--- src/rtl/core/dpid_pkg.sv ---
// Shared types, widths and codes for the dual encoder PID position controller.
// Used by the channel interfaces, the controller, the datapath and the divider.
// No dependencies.

package dpid_pkg;

    // Field widths fixed by the item and result formats.
    localparam int TGT_WIDTH       = 32;
    localparam int DT_WIDTH        = 24;
    localparam int GAIN_WIDTH      = 16;
    localparam int POWER_WIDTH     = 8;
    localparam int FRAC_BITS       = 8;
    localparam int CFG_INDEX_WIDTH = 2;

    // Internal arithmetic widths.
    localparam int ERR_WIDTH   = 33;
    localparam int DIFF_WIDTH  = 34;
    localparam int SUM_WIDTH   = 48;
    localparam int SPROD_WIDTH = 58;
    localparam int GOP_WIDTH   = 55;
    localparam int GPROD_WIDTH = GOP_WIDTH + GAIN_WIDTH + 1;
    localparam int ACC_WIDTH   = 53;

    // Shared divider: 64-bit dividend, two quotient bits per cycle.
    localparam int DIV_WIDTH      = 64;
    localparam int DIV_RADIX_BITS = 2;

    localparam logic [DT_WIDTH-1:0] MICRO = 24'd1000000;
    localparam int DTERM_LIMIT_LOG2 = 50;

    // Configuration register indexes.
    typedef logic [CFG_INDEX_WIDTH-1:0] cfg_index_t;
    localparam cfg_index_t REG_KP = 2'd0;
    localparam cfg_index_t REG_KI = 2'd1;
    localparam cfg_index_t REG_KD = 2'd2;

    // Gain multiplier operand select.
    typedef logic [1:0] gain_sel_t;
    localparam gain_sel_t GAIN_KP = 2'd0;
    localparam gain_sel_t GAIN_KI = 2'd1;
    localparam gain_sel_t GAIN_KD = 2'd2;

    // Divider operand select.
    typedef logic div_sel_t;
    localparam div_sel_t DIV_DERIV = 1'b0;
    localparam div_sel_t DIV_INTEG = 1'b1;

    // Accumulator operations.
    typedef logic [1:0] acc_op_t;
    localparam acc_op_t ACC_NONE   = 2'd0;
    localparam acc_op_t ACC_LOAD_P = 2'd1;
    localparam acc_op_t ACC_ADD_D  = 2'd2;
    localparam acc_op_t ACC_ADD_Q  = 2'd3;

    typedef struct packed {
        logic                        command;
        logic                        enc_a_one;
        logic                        enc_b_one;
        logic                        enc_a_two;
        logic                        enc_b_two;
        logic signed [TGT_WIDTH-1:0] target_one;
        logic signed [TGT_WIDTH-1:0] target_two;
        logic [DT_WIDTH-1:0]         elapsed_us;
    } dpid_item_t;

    typedef struct packed {
        logic [POWER_WIDTH-1:0] power_one;
        logic                   forward_one;
        logic [POWER_WIDTH-1:0] power_two;
        logic                   forward_two;
    } dpid_result_t;

    // Controller to datapath commands.
    typedef struct packed {
        logic      motor;
        logic      edge_step;
        logic      capture;
        logic      load_err;
        logic      load_edt;
        logic      update_sum;
        gain_sel_t gain_sel;
        logic      load_gprod;
        logic      div_start;
        div_sel_t  div_sel;
        acc_op_t   acc_op;
        logic      load_res;
        logic      load_out;
    } dpid_cmd_t;

    // Datapath to controller status.
    typedef struct packed {
        logic div_done;
    } dpid_stat_t;

endpackage

--- src/rtl/core/dpid_ctrl.sv ---
// Controller: accepts items, sequences the per-motor PID computation and
// owns the result valid flag. Depends on dpid_pkg.

module dpid_ctrl
    import dpid_pkg::*;
(
    input  logic       clk,
    input  logic       rst_n,
    input  logic       item_valid,
    input  logic       item_command,
    output logic       item_ready,
    input  logic       result_ready,
    output logic       result_valid,
    input  dpid_stat_t stat,
    output dpid_cmd_t  cmd
);

    localparam logic [3:0] ST_IDLE   = 4'd0;
    localparam logic [3:0] ST_ERR    = 4'd1;
    localparam logic [3:0] ST_EDT    = 4'd2;
    localparam logic [3:0] ST_SUM    = 4'd3;
    localparam logic [3:0] ST_PMUL   = 4'd4;
    localparam logic [3:0] ST_DSTART = 4'd5;
    localparam logic [3:0] ST_DWAIT  = 4'd6;
    localparam logic [3:0] ST_DMUL   = 4'd7;
    localparam logic [3:0] ST_DACC   = 4'd8;
    localparam logic [3:0] ST_IMUL   = 4'd9;
    localparam logic [3:0] ST_ISTART = 4'd10;
    localparam logic [3:0] ST_IWAIT  = 4'd11;
    localparam logic [3:0] ST_IACC   = 4'd12;
    localparam logic [3:0] ST_RES    = 4'd13;
    localparam logic [3:0] ST_OUT    = 4'd14;

    logic [3:0] state_reg, state_next;
    logic       motor_reg, motor_next;
    logic       out_valid_reg, out_valid_next;

    always_comb
    begin
        state_next     = state_reg;
        motor_next     = motor_reg;
        out_valid_next = out_valid_reg;
        cmd            = '0;
        cmd.motor      = motor_reg;
        item_ready     = 1'b0;

        if (out_valid_reg && result_ready)
        begin
            out_valid_next = 1'b0;
        end

        unique case (state_reg)
            ST_IDLE:
            begin
                item_ready = 1'b1;
                if (item_valid)
                begin
                    if (item_command)
                    begin
                        cmd.capture = 1'b1;
                        motor_next  = 1'b0;
                        state_next  = ST_ERR;
                    end
                    else
                    begin
                        cmd.edge_step = 1'b1;
                    end
                end
            end
            ST_ERR:
            begin
                cmd.load_err = 1'b1;
                state_next   = ST_EDT;
            end
            ST_EDT:
            begin
                cmd.load_edt = 1'b1;
                state_next   = ST_SUM;
            end
            ST_SUM:
            begin
                cmd.update_sum = 1'b1;
                state_next     = ST_PMUL;
            end
            ST_PMUL:
            begin
                cmd.gain_sel   = GAIN_KP;
                cmd.load_gprod = 1'b1;
                state_next     = ST_DSTART;
            end
            ST_DSTART:
            begin
                cmd.div_start = 1'b1;
                cmd.div_sel   = DIV_DERIV;
                cmd.acc_op    = ACC_LOAD_P;
                state_next    = ST_DWAIT;
            end
            ST_DWAIT:
            begin
                if (stat.div_done)
                begin
                    state_next = ST_DMUL;
                end
            end
            ST_DMUL:
            begin
                cmd.gain_sel   = GAIN_KD;
                cmd.load_gprod = 1'b1;
                state_next     = ST_DACC;
            end
            ST_DACC:
            begin
                cmd.acc_op = ACC_ADD_D;
                state_next = ST_IMUL;
            end
            ST_IMUL:
            begin
                cmd.gain_sel   = GAIN_KI;
                cmd.load_gprod = 1'b1;
                state_next     = ST_ISTART;
            end
            ST_ISTART:
            begin
                cmd.div_start = 1'b1;
                cmd.div_sel   = DIV_INTEG;
                state_next    = ST_IWAIT;
            end
            ST_IWAIT:
            begin
                if (stat.div_done)
                begin
                    state_next = ST_IACC;
                end
            end
            ST_IACC:
            begin
                cmd.acc_op = ACC_ADD_Q;
                state_next = ST_RES;
            end
            ST_RES:
            begin
                cmd.load_res = 1'b1;
                if (motor_reg)
                begin
                    state_next = ST_OUT;
                end
                else
                begin
                    motor_next = 1'b1;
                    state_next = ST_ERR;
                end
            end
            ST_OUT:
            begin
                if (!out_valid_reg || result_ready)
                begin
                    cmd.load_out   = 1'b1;
                    out_valid_next = 1'b1;
                    state_next     = ST_IDLE;
                end
            end
            default:
            begin
                state_next = ST_IDLE;
            end
        endcase
    end

    always_ff @(posedge clk or negedge rst_n)
    begin
        if (!rst_n)
        begin
            state_reg     <= ST_IDLE;
            motor_reg     <= 1'b0;
            out_valid_reg <= 1'b0;
        end
        else
        begin
            state_reg     <= state_next;
            motor_reg     <= motor_next;
            out_valid_reg <= out_valid_next;
        end
    end

    assign result_valid = out_valid_reg;

endmodule

--- config.mk ---
export PLATFORM = sky130hd
export DESIGN_NAME = dpid_ctrl
export DESIGN_NICKNAME = d
export VERILOG_FILES = /design/src/rtl/core/dpid_pkg.sv /design/src/rtl/core/dpid_ctrl.sv
export SDC_FILE = /design/constraint.sdc
export NUM_CORES = 1
export LEC_CHECK = 0
export BUFFER_PORTS_ARGS = -buffer_cell sky130_fd_sc_hd__buf_2
export CAP_MARGIN = 20
export CORE_MARGIN = 10
export CORE_UTILIZATION = 30
export DETAILED_ROUTE_END_ITERATION = 6
export PLACE_DENSITY = 0.63
export SYNTH_ARGS = -nofsm -noshare
export SYNTH_HDL_FRONTEND = slang
export SYNTH_SLANG_ARGS = --single-unit
export TNS_END_PERCENT = 5
--- constraint.sdc ---
create_clock -name clk -period 1.71 [get_ports clk]
set_input_delay 0.0855 -clock clk [delete_from_list [all_inputs] [get_ports clk]]
set_output_delay 0.0855 -clock clk [all_outputs]
set_load 0.02 [all_outputs]
==> results.md <==
* Nets at 93
* First-pass GRT wire length at around 2300 um
* Final setup margin at 106 ps
* Max frequency at ~0.62 GHz
* Status: finished clean
* CP Capture Type: output port
* Layout cell share with drive strength beyond 1 at 36.5%
* Synth Instances at 65
* Syn nets at around 70
* Crit path buffers/inverters at 1
* Die Width at 61.4 um
* Worst setup path end: cmd[13]
* Core box area at 0.00156 mm2
* DRT Wirelength at 1470 um
* Fin util at 40.9%
* Worst EP arrival at approximately 1500 ps
* Remaining antenna violation count at 0
* DRC Markers at 0
* Fin. max-slew vios at 0
* Leak at 0.321 nW
* Max reg flops at 4
* Initial antenna violation count at 0
* EDFF count, synth at 0
* Sequential-to-total area share from yosys stat at 29.3%
* TNS Setup at 0 ps
* Hold crit path type: in2reg
* Initial DRT Pass Iterations at 4
* WP data required at ~1600 ps
* TritonCTS clock tree: yes
* H-tree Lvls at 1
* Post-Syn Area per Cell at 7.89 um2
* GR Overflow Total at 0
* GPL Wtd Cong at 0.828
* Layout area overhead at 24.1%
* Die ar. at 0.00376 mm2
* Crit share post-route at 93.8%
* CP Launch Type: flip-flop
* Crit path time final at between 1500 and 2000 ps
* Vias per cell at 5.51
* Final Hold Viols at 0
* Post-synth top flop: dfrtp_1
* VDD IR-drop max at 976 uV
* # setup viols final at 0
* Yosys cell types at 28
* Clock Tree Root: clkbuf_4
* Clock sinks at 6
* FF-to-FF Start: state_reg[3]
* FF-to-FF End: motor_reg
* Reg clk slew, reported paths at 40 ps
* Total global-route track usage at 7.87%
* Critical path type: reg2out
* Synth Cell Area at about 510 um2
* R2R setup slack at between 300 and 400 ps
* Slew Limit Headroom at 71.4%
* Max Cap Viol at 0
* Synth Warn # at 0
* Worst path depth at 4
* Num CTS Buffers at 3
* Commonest non-fill, non-tap cell in the layout: buf_2
* Commonest cells after routing, fill and taps aside: 22 x buf_2, 12 x nor2_1, 8 x nand2b_1
* Worst-margin pin slew at 429 ps
* Reg2Reg Depth at 3
* Routed WL per cell at 14.5 um
* Power Total at 1.18 mW
* Clock Skews at 0.377 ps
* RSZ-0062 raised after global routing: no
* Port bufs at 22
* Post-Place Worst Slack at 278 ps
* Vias at between 500 and 600
* Worst skew pair latency at 240 ps
* Crit-path cells: or2_4, nand2b_1, nor3b_1, buf_2
* Setup Buffers After CTS at 0
* Initial drt markers at 21
* Rows at 14
* Crit path max-delay family: simple AND/OR/NAND/NOR gates
* Antenna cells at 0
* Pwr/cell area at 1860 mW/mm2
* CP Max Fanout at 10
* Synth top area cells: dfrtp_1 29%, nand2b_1 9.8%, nor2_1 8.8%, buf_6 4.4%, nor3b_1 4.4%
* Yosys reg bits at 6
* # IOs at 23
* Die height at 61.4 um
* Top cell type's share of synthesized area at 29.3%
* Vias in the first global route at about 530
* Initial cell density of the core at 32.9%
* Synth async-reset ratio at 100%
* CP max-delay cell: dfrtp_2
* Setup crit start: state_reg[3]
* Cell taking the most area after synthesis: dfrtp_1
* Largest net degree at the start of global routing at 15
* CTS Buffer Depth at 2
* Dpl hpwl at 1150 um
* Critical Path Max Stage Delay at approximately 460 ps
* Fillers at about 170
==> cells by family (layout without fill, tap and decap cells) <==
family / after synthesis / after routing / synth area share [%]
compound gates: 15 / 15 / 22.7
mux: 2 / 2 / 4.15
xor+xnor: 1 / 1 / 1.71
simple gates: 31 / 31 / 30.0
flops: 6 / 6 / 29.3
buf+inv: 10 / 30 / 12.2
==> where the power goes <==
group / internal [mW] / switching (mW) / leakage [nW]
logic: 0.298 / 0.419 / 0.239
clock network: 0.0790 / 0.0463 / 0.0138
registers: 0.201 / 0.140 / 0.0677
==> tightest hold or removal path: stages <==
cell and delay (ps):
buf_2 110, nor2_1 80, o32ai_1 80
==> timing repair <==
| item | 4_1_cts | 5_1_grt |
|---|---|---|
| hold buffers | 1 | 0 |
| setup endpoints to repair | 0 | 1 |
| hold endpoints to repair | 6 | 0 |
| resized for setup | 0 | 3 |
==> synth_stat cells (all sizes together), types with 2 or more instances <==
cell / instances
a211o: 2
nor2: 12
buf: 6
nand2b: 8
nor3b: 3
dfrtp: 6
nand2: 5
inv: 3
o21ai: 2
o32ai: 2
==> worst min path at each step <==
| stage | start | end | slack [ps] | cells past startpoint |
|---|---|---|---|---|
| 2_1_floorplan | rst_n | motor_reg | -210 | 0 |
| 3_3_place_gp | rst_n | state_reg[1] | -80 | 1 |
| 3_5_place_dp | rst_n | result_valid | -80 | 1 |
| 4_1_cts | stat | state_reg[2] | 170 | 3 |
| 5_1_grt | stat | state_reg[2] | 190 | 3 |
| 6_report | stat | state_reg[2] | 160 | 3 |
==> area by class of cell <==
type | instances | area [um2] | share of cell area [%]
Sequential cell | 6 | 153 | 24.0
Inverter | 3 | 11.3 | 1.77
Clock buffer | 3 | 22.5 | 3.54
Tap cell | 16 | 20.0 | 3.14
Timing Repair Buffer | 24 | 128 | 20.0
Multi-Input combinational cell | 49 | 303 | 47.5
==> layer usage <==
| layer | track usage, % | vias to the layer above | share of wire, % |
|---|---|---|---|
| li1 | - | 268 | - |
| met1 | 9.33 | 250 | 43 |
| met2 | 11.5 | 35 | 44 |
| met3 | 2.06 | 4 | 12 |
| met4 | 6.69 | 0 | 1.7 |
| met5 | 0 | - | 0 |
==> stage by stage <==
stage | hold WS [ps] | cells | area (um2)
6_report | 163 | 101 | 637
5_1_grt | 194 | 101 | 637
4_1_cts | 165 | 101 | 632
3_5_place_dp | -79.6 | 97 | 599
3_3_place_gp | -82.5 | 97 | 599
2_1_floorplan | -210 | 65 | 513
Power figures use the tool's default switching activity.
